==> config.mk <==
export PLATFORM = sky130hd
export DESIGN_NAME = lwit_fifo
export DESIGN_NICKNAME = d
export VERILOG_FILES = /design/src/hdl/lwit_pkg.sv /design/src/hdl/lwit_fifo.sv
export SDC_FILE = /design/constraint.sdc
export NUM_CORES = 1
export LEC_CHECK = 0
export BUFFER_PORTS_ARGS = -buffer_cell sky130_fd_sc_hd__buf_2
export CORE_MARGIN = 10
export CORE_UTILIZATION = 25
export DETAILED_ROUTE_END_ITERATION = 8
export PLACE_DENSITY = 0.55
export SYNTH_ARGS = -nofsm -noshare
export SYNTH_HDL_FRONTEND = slang
export SYNTH_SLANG_ARGS = --single-unit
==> constraint.sdc <==
create_clock -name clk_i -period 11 [get_ports clk_i]
set_input_delay 1.65 -clock clk_i [delete_from_list [all_inputs] [get_ports clk_i]]
set_output_delay 1.65 -clock clk_i [all_outputs]
set_load 0.005 [all_outputs]
==> src/hdl/lwit_pkg.sv <==
`timescale 1ns / 1ps
package lwit_pkg;

  localparam int unsigned TokenChars   = 16;
  localparam int unsigned IdentEntries = 128;
  localparam int unsigned TokW         = TokenChars * 8;
  localparam int unsigned LenW         = $clog2(TokenChars + 1);
  localparam int unsigned SlotW        = $clog2(IdentEntries);
  localparam int unsigned CntW         = $clog2(IdentEntries + 1);
  localparam int unsigned NumKeywords  = 7;
  localparam int unsigned QDepth       = 2;

  typedef enum logic [2:0] {
    KIND_KEYWORD = 3'd0,
    KIND_NEW     = 3'd1,
    KIND_KNOWN   = 3'd2,
    KIND_PUNCT   = 3'd3,
    KIND_SYMBOL  = 3'd4,
    KIND_FULL    = 3'd5
  } kind_e;

  typedef struct packed {
    logic [7:0] ch;
    logic       is_end;
  } lex_in_t;

  typedef struct packed {
    logic [2:0] kind;
    logic [7:0] code;
    logic       truncated;
    logic       last;
  } lex_out_t;

  // Front-to-back work descriptor.
  typedef struct packed {
    logic            has_tok;
    logic [TokW-1:0] tok;
    logic            trunc;
    logic            has_sym;
    logic [7:0]      sym;
  } lex_job_t;

  function automatic logic is_token_byte(logic [7:0] c);
    return (c >= "0" && c <= "9") || (c >= "A" && c <= "Z") ||
           (c >= "a" && c <= "z") || c == ".";
  endfunction

  function automatic logic is_punct_byte(logic [7:0] c);
    return (c >= 8'h21 && c <= 8'h2F) || (c >= 8'h3A && c <= 8'h40) ||
           (c >= 8'h5B && c <= 8'h60) || (c >= 8'h7B && c <= 8'h7E);
  endfunction

  // Keyword text, byte 0 in the low byte, zero padded.
  function automatic logic [63:0] kw_word(int unsigned k);
    logic [63:0] w;
    w = '0;
    unique case (k)
      0: w = 64'h0000_0000_0074_6e69;
      1: w = 64'h0000_0074_616f_6c66;
      2: w = 64'h0000_0000_0000_6669;
      3: w = 64'h0000_0000_6573_6c65;
      4: w = 64'h0000_0065_6c69_6877;
      5: w = 64'h0000_0000_0072_6f66;
      default: w = 64'h0000_6e72_7574_6572;
    endcase
    return w;
  endfunction

endpackage

==> src/hdl/lwit_fifo.sv <==
`timescale 1ns / 1ps
module lwit_fifo import lwit_pkg::*; (
  input  logic     clk_i,
  input  logic     rst_ni,
  input  logic     push_i,
  output logic     full_o,
  input  lex_job_t wdata_i,
  input  logic     pop_i,
  output logic     empty_o,
  output lex_job_t rdata_o
);
  lex_job_t slot_q [QDepth];
  logic     wp_q, rp_q;
  logic [1:0] cnt_q;

  assign full_o  = cnt_q == 2'(QDepth);
  assign empty_o = cnt_q == '0;
  assign rdata_o = slot_q[rp_q];

  always_ff @(posedge clk_i) begin
    if (push_i && !full_o) slot_q[wp_q] <= wdata_i;
  end

  always_ff @(posedge clk_i or negedge rst_ni) begin
    if (!rst_ni) begin
      wp_q <= 1'b0;
      rp_q <= 1'b0;
      cnt_q <= '0;
    end else begin
      if (push_i && !full_o) wp_q <= !wp_q;
      if (pop_i && !empty_o) rp_q <= !rp_q;
      cnt_q <= cnt_q + 2'(push_i && !full_o) - 2'(pop_i && !empty_o);
    end
  end
endmodule

==> flow_summary_export.csv, run 1 <==
group,metric,value,unit
timing,rsz0062_at_grt,"no",
power,power_density,263,nW/um2
timing,hold_viol,0,
route,drt_iter0_drc,361,
route,drc,0,
synth,synth-seq-area-share,0.794,
timing,slew_viol_final,0,
die,rows,75,
critical_path,cp.arrival,2.90,ns
placed_design,dp_hpwl,16200,um
route,firstDrtPassIters,4,
critical_path,start_kind,"register",
critical_path,cp-end-kind,"output pin",
run,maxCapViolations,0,
route,via_per_inst,3.94,
timing,relSlewSlack,0.389,
global_routing,grt_pass1_vias,5738,
finish,layout.nets,902,
clocking,holdBufCountCts,0,
placed_design,dpl_cell_area,12600,um2
clocking,cts_max_path_buffers,3,
finish,final_layout_size_suffix_gt1_frac,0.610,
power,vdd_drop_max,143,uV
timing,period_share,0.414,
clocking,cts_tree,"done",
timing,holdWs,0.514,ns
global_routing,grt_usage,0.0873,
synth,avgSynthCellArea,23.6,um2
die,core_area,42000,um2
run_status,status,"complete, no violations",
clocking,cts_resized,0,
synth,synth.distinct_cells,16,
route,ant_nets,0,
route,via_count,5203,
global_routing,grt_overflow,0,
timing,min_period,4.55,ns
critical_path,crit_type,"reg -> out",
critical_path,crit_fanout,52,
timing,setup_tns,0,ns
clocking,post_cts_buffers,0,
synth,synth_area,10600,um2
global_routing,antenna_found_initial,0,
route,wl_per_cell,17.9,um
synth,ys_warn_count,0,
die,die_h,226,um
clocking,h-tree-depth,1,
clocking,clock-root-buffer,"clkbuf_16",
route,finalWirelength,23700,um
synth,synth_fp_nets,596,
global_routing,grt_pass1_wl,34500,um
finish,fin_area,13600,um2
timing,worstMarginPinSlew,0.916,ns
finish,areaGrowthSynthToFinish,28.2,%
clocking,clock_sinks,282,
die,die_x,226,um
hold_path,hold_class,"reg -> reg",
synth,netlist_instances,451,
finish,fill_cells,4126,
timing,fin_skew,0.0150,ns
timing,timing.fmax,220,MHz
timing,setup_violations,0,
placed_design,port_buffers,283,
power,total_power,3590,uW
die,ios,284,
clocking,clkLatencyLatePin,0.55,ns
clocking,cts.clk_slew.worst_paths,0.06,ns
die,initial_core_util,0.253,
die,die_area,51200,um2
clocking,numCtsBuffers,31,
synth,ys_ff_latch,282,
power,leakagePower,0.00528,uW
finish,final_util,0.325,
critical_path,worstPathRequired,9.35,ns
global_routing,grt_max_degree,63,
placed_design,gp_congestion,0.715,
[placed cells by master (no fill, tap or decap), drive strengths merged, types with 2 or more instances in the layout]
| cell type | count |
|---|---|
| buf | 289 |
| edfxtp | 278 |
| mux2 | 139 |
| clkbuf | 41 |
| clkinv | 8 |
| clkinvlp | 4 |
| dfrtp | 4 |
| xnor2 | 3 |
| bufinv | 3 |
| inv | 2 |
| ha | 2 |
| nor2 | 2 |
[critical path, stage by stage, from the launching register on]
cell and delay [ns]:
dfrtp_4 0.91, buf_4 0.83, mux2_2 0.42, buf_2 0.13
[report_power, final]
part | switching [uW] | internal (uW) | leakage, uW
combinational | 482 | 538 | 0.00218
clock | 402 | 605 | 0.000477
sequential | 92.8 | 1470 | 0.00263
[state kept, by name (all words and copies together), names as in the netlist]
signal  flops
cnt_q       2
rp_q        1
slot_q    278
wp_q        1
[final timing paths]
| check | start | to | slack [ns] | depth (start not counted) |
|---|---|---|---|---|
| hold reg to reg | cnt_q[1] | cnt_q[1] | 0.51 | 1 |
| setup / recovery | rp_q | rdata_o[3] | 6.45 | 3 |
| hold / removal | cnt_q[1] | cnt_q[1] | 0.51 | 1 |
| max in group asynchronous | rst_ni | rp_q | 9.98 | 1 |
| min in group asynchronous | rst_ni | cnt_q[0] | 0.89 | 1 |
| setup reg to reg | cnt_q[1] | slot_q[0][91] | 8.50 | 4 |
[through the flow]
step / cells / setup WS (ns)
final: 1320 / 6.45
after global routing: 1319 / 6.23
after CTS: 1319 / 6.30
after detailed placement: 1263 / 6.93
after global placement: 1263 / 6.96
after floorplan: 451 / 2.84
[cell type report]
cell class,count,area (um2),area share
multi-input cells,151,2040,0.150
well taps,539,674,0.0494
diodes,1,2.50,0.000183
clock buffers,41,843,0.0618
inverters,2,7.51,0.000550
clock inverters,15,159,0.0116
flip-flops and latches,282,8450,0.619
repair buffers,289,1460,0.107
[per-layer routing]
metal  vias to the layer above  GRT usage  routed length, um
met1                      2573      0.102               9580
met4                         0     0.0271                455
li1                       2409          -                  -
met3                        34     0.0282               1870
met2                       187      0.149              11800
met5                         -          0                  0
[kinds of logic (layout without fill, tap and decap cells)]
family        Yosys count  after routing  synth area share
flops                 282            282             0.794
mux                   139            139             0.182
buf+inv                18            347            0.0156
simple gates            6              6           0.00282
xor+xnor                4              4           0.00329
fa+ha+maj               2              2           0.00235
other cells             0              1                 0
[synthesized netlist by cell type (all sizes together)]
library cell	number	area (um2)
xor2	1	8.76
nand2	1	3.75
nand2b	1	6.26
mux2	139	1940
nor2	2	7.51
and3	1	6.26
ha	2	25.0
dfrtp	4	100
edfxtp	278	8350
inv	2	7.51
nor2b	1	6.26
xnor2	3	26.3
buf	16	159
No activity file was read; power rests on OpenSTA's default activity.
==> run 2, diff against run 1 <==
Settings changed: PLACE_DENSITY 0.55 to 0.56.
Clock period 11 ns to 3.8 ns, I/O delays scaled along.
==> run 2 against run 1 <==
  * Largest cell class unchanged
  * Core utilization hardly changed
  * Combinational power grew to 3.0 times the previous value
  * Largest power group unchanged
  * Clock-buffer cell count is 7 higher
  * Flip-flop and latch count stayed put
  * Via count is 0.38% higher
  * Final area hardly changed
  * Critical endpoint is now rdata_o[14]
==> flow_summary_export.csv, run 2 (synthesized netlist as in run 1, its figures left out) <==
group,metric,value,unit
run_status,status,"complete, no violations",
power,total_power,10300,uW
die,die_h,226,um
critical_path,start_kind,"register",
timing,fin_skew,0.0117,ns
clocking,clock_sinks,282,
timing,worstMarginPinSlew,0.889,ns
critical_path,crit_fanout,60,
global_routing,grt_overflow,0,
timing,rsz0062_at_grt,"no",
route,finalWirelength,24300,um
clocking,clkLatencyLatePin,0.55,ns
run,maxCapViolations,0,
route,ant_nets,0,
finish,largest_registers,"slot_q x278, cnt_q x2",
finish,fill_cells,4104,
finish,final_layout_size_suffix_gt1_frac,0.602,
placed_design,dp_hpwl,16500,um
power,power_density,756,nW/um2
die,die_area,51200,um2
finish,top_register,"slot_q",
global_routing,grt_usage,0.0900,
timing,period_share,0.764,
critical_path,cp.arrival,2.33,ns
finish,largest_reg_flops,278,
route,wl_per_cell,18.4,um
die,initial_core_util,0.253,
critical_path,ff2ff_path_depth,3,
timing,setup_tns,0,ns
critical_path,r2r-start,"cnt_q[1]",
finish,multi_input_area,2040,um2
critical_path,crit_type,"reg -> out",
placed_design,placed_cells,1264,
critical_path,critical_path.endpoint,"rdata_o[14]",
placed_design,port_buffers,283,
placed_design,gp_congestion,0.701,
die,core_area,42000,um2
clocking,cts_resized,0,
finish,final_common_cell,"buf_2",
route,via_per_inst,3.95,
clocking,cts.clk_slew.worst_paths,0.06,ns
finish,seqCellArea,8450,um2
power,leakagePower,0.00529,uW
hold_path,hold_depth,1,
die,rows,75,
timing,min_period,2.90,ns
clocking,cts_tree,"done",
die,die_x,226,um
finish,areaGrowthSynthToFinish,28.2,%
route,drt_iter0_drc,235,
timing,hold_viol,0,
global_routing,grt_pass1_wl,35400,um
power,vdd_drop_max,353,uV
timing,setup_violations,0,
global_routing,grt_max_degree,81,
critical_path,cp-end-kind,"output pin",
clocking,post_cts_buffers,0,
route,drc,0,
finish,fin_cells,1321,
global_routing,antenna_found_initial,7,
critical_path,crit-reg2reg-capture,"slot_q[1][88]",
finish,n_antenna_cell,0,
clocking,h-tree-depth,1,
finish,layout.nets,903,
clocking,clock-root-buffer,"clkbuf_16",
global_routing,grt_pass1_vias,5634,
critical_path,rrSetupSlack,1.81,ns
timing,slew_viol_final,0,
timing,timing.fmax,344,MHz
timing,relSlewSlack,0.407,
route,firstDrtPassIters,4,
critical_path,critPathLaunch,"rp_q",
die,ios,284,
critical_path,worstPathRequired,3.23,ns
finish,layout_common_cells,"buf_2, edfxtp_1, mux2_4",
clocking,numCtsBuffers,30,
route,via_count,5223,
hold_path,hold_class,"in -> reg",
clocking,cts_max_path_buffers,3,
[run 2: cell count changes in the layout (fill, tap and decap cells not counted), sizes merged]
cell,delta
dlygate4sd3,+1
diode,-1
clkbuf,+7
clkinvlp,-4
buf,+1
bufinv,-2
clkinv,-1
[run 2: where the power goes]
group	internal [uW]	total, uW	switching, uW
Combinational	1590	3040	1450
Clock	1640	2780	1140
Sequential	4260	4490	232
[run 2: layout make-up]
class                           instances  share of cell area
Clock buffer                           48              0.0644
Clock inverter                          8             0.00468
Inverter                                2            0.000550
Multi-Input combinational cell        151               0.150
Sequential cell                       282               0.619
Tap cell                              539              0.0494
Timing Repair Buffer                  291               0.112
[run 2: worst min-delay path by stage]
| stage | startpoint | end | slack, ns |
|---|---|---|---|
| 6_report | wdata_i[129] | slot_q[1][129] | 0.19 |
| 4_1_cts | wdata_i[137] | slot_q[1][137] | 0.15 |
| 3_3_place_gp | rst_ni | rp_q | 0.39 |
| 3_5_place_dp | rst_ni | rp_q | 0.39 |
| 2_1_floorplan | rst_ni | cnt_q[0] | 0.27 |
| 5_1_grt | wdata_i[135] | slot_q[0][135] | 0.16 |
[run 2: stage by stage]
step                      area, um2  worst slack (ns)  hold slack (ns)  utilization
after CTS                     13600             0.827            0.147        0.325
after global placement        12700              1.47            0.388        0.302
after detailed placement      12700              1.45            0.389        0.302
after global routing          13600             0.778            0.159        0.325
after floorplan               10700             0.624            0.274            -
final                         13600             0.896            0.194        0.325
[run 2: timing repair]
| action | 4_1_cts | 5_1_grt |
|---|---|---|
| hold buffers | 1 | 0 |
| hold endpoints to repair | 4 | 0 |
| endpoints found under the setup margin | 0 | 0 |
[run 2: per-layer routing]
layer  vias up  part of all wire  global-route usage
met5         -            0.0012                   0
met4         6             0.019              0.0255
met3        40             0.096              0.0393
met2       170              0.49               0.149
met1      2598              0.39               0.103
li1       2409                 -                   -
[run 2: worst max-delay path, cell delays in order, from the launching register on]
cell and delay, ns:
dfrtp_4 0.74, buf_12 0.42, mux2_2 0.39, buf_2 0.13
==> run 3, diff against run 2 <==
Clock period 3.8 ns to 2.5 ns, I/O delays scaled along.
==> run 3 against run 2 <==
  * Sequential share of layout area down 6.2 points
  * Die area unchanged
  * Critical path depth up 1
  * Final area up 11%
  * Register-to-register slack worse by 1.0 ns
  * Flip-flop and latch count unchanged
==> flow_summary_export.csv, run 3 (synthesized netlist as in run 1, its figures left out) <==
group,metric,value,unit
global_routing,grt_usage,0.0958,
clocking,numCtsBuffers,31,
route,firstDrtPassIters,4,
finish,largest_registers,"slot_q x278, cnt_q x2",
finish,top_register,"slot_q",
power,vdd_drop_max,836,uV
timing,fin_skew,0.0134,ns
die,die_area,51200,um2
die,ios,284,
run,maxCapViolations,0,
route,drc,0,
critical_path,start_kind,"register",
timing,worstMarginPinSlew,0.537,ns
finish,n_antenna_cell,0,
clocking,h-tree-depth,1,
critical_path,cp.arrival,1.99,ns
timing,setup_tns,0,ns
global_routing,grt_pass1_wl,38600,um
timing,min_period,2.37,ns
global_routing,grt_overflow,0,
route,ant_nets,0,
die,initial_core_util,0.253,
finish,areaGrowthSynthToFinish,42.4,%
critical_path,cp-end-kind,"output pin",
timing,hold_viol,0,
clocking,cts_max_path_buffers,3,
global_routing,grt_pass1_vias,6439,
route,finalWirelength,25500,um
critical_path,worstPathRequired,2.12,ns
placed_design,gp_congestion,0.701,
timing,rsz0062_at_grt,"no",
critical_path,crit_type,"reg -> out",
route,drt_iter0_drc,271,
finish,final_util,0.361,
placed_design,dp_hpwl,17000,um
route,wl_per_cell,17.3,um
clocking,cts_tree,"done",
power,power_density,1060,nW/um2
finish,fin_cells,1472,
placed_design,placed_cells,1275,
run_status,status,"complete, no violations",
die,die_h,226,um
die,rows,75,
hold_path,hold_class,"in -> reg",
clocking,clock-root-buffer,"clkbuf_16",
die,core_area,42000,um2
finish,layout_common_cells,"buf_2, edfxtp_1, dlygate4sd3_1",
finish,largest_reg_flops,278,
clocking,cts.clk_slew.worst_paths,0.06,ns
clocking,cts_resized,0,
timing,timing.fmax,422,MHz
timing,relSlewSlack,0.642,
route,via_per_inst,3.93,
die,die_x,226,um
finish,final_layout_size_suffix_gt1_frac,0.522,
timing,setup_violations,0,
clocking,clkLatencyLatePin,0.57,ns
global_routing,grt_max_degree,88,
placed_design,port_buffers,283,
timing,period_share,0.947,
global_routing,antenna_found_initial,0,
route,via_count,5791,
clocking,clock_sinks,282,
timing,slew_viol_final,0,
critical_path,crit_fanout,17,
finish,layout.nets,1056,
power,leakagePower,0.00593,uW
finish,final_common_cell,"buf_2",
run 3: cell count changes in the layout (fill, tap and decap cells not counted), sizes merged:
cell / previous run / this run
clkinvlp: 0 / 2
buf: 290 / 303
inv: 2 / 3
clkinv: 7 / 14
dlygate4sd3: 1 / 140
clkbuf: 48 / 37
run 3: what timing repair did:
item	in CTS	in global routing
hold buffers	140	0
hold endpoints to repair	282	0
endpoints found under the setup margin	87	0
setup buffers	2	0
run 3: through the flow:
step,worst slack [ns],cell area [um2],hold slack (ns),power (uW)
2_1_floorplan,-0.584,10700,0.0794,9870
3_3_place_gp,0.596,12800,0.192,11900
3_5_place_dp,0.571,12800,0.196,12000
4_1_cts,0.0489,15200,0.0844,16400
5_1_grt,0.0306,15200,0.120,16900
6_report,0.132,15200,0.129,16000
run 3: worst max-delay path: stages (launching register included):
cell     delay (ns)
dfrtp_4        0.54
buf_12         0.21
buf_12         0.20
mux2_4         0.31
buf_2          0.14
run 3: layout make-up:
type | instances | area [um2]
Inverter | 2 | 7.51
Timing Repair Buffer | 443 | 3070
Clock buffer | 37 | 798
Sequential cell | 282 | 8450
Clock inverter | 18 | 114
Fill cell | 3951 | 26900
Multi-Input combinational cell | 151 | 2050
Tap cell | 539 | 674
run 3: power by group:
part           switching [uW]  internal [uW]  leakage, uW  total [uW]
clock                    1780           2350     0.000444        4130
sequential                283           6470      0.00263        6750
combinational            2400           2760      0.00286        5160
run 3: final timing paths:
| path | slack (ns) | cells past startpoint | startpoint | end |
|---|---|---|---|---|
| min reg2reg | 0.50 | 1 | cnt_q[1] | cnt_q[1] |
| min | 0.13 | 3 | push_i | wp_q |
| max | 0.13 | 4 | rp_q | rdata_o[98] |
| max in group asynchronous | 2.19 | 2 | rst_ni | rp_q |
| max reg2reg | 0.77 | 4 | cnt_q[1] | slot_q[0][58] |
| min in group asynchronous | 0.16 | 2 | rst_ni | rp_q |
run 3: routing by layer:
metal / vias up / GRT usage / routed length (um)
met5: - / 0 / 0
met4: 0 / 0.0283 / 686
met3: 44 / 0.0384 / 2310
met2: 198 / 0.162 / 12300
met1: 2828 / 0.109 / 10200
li1: 2721 / - / -
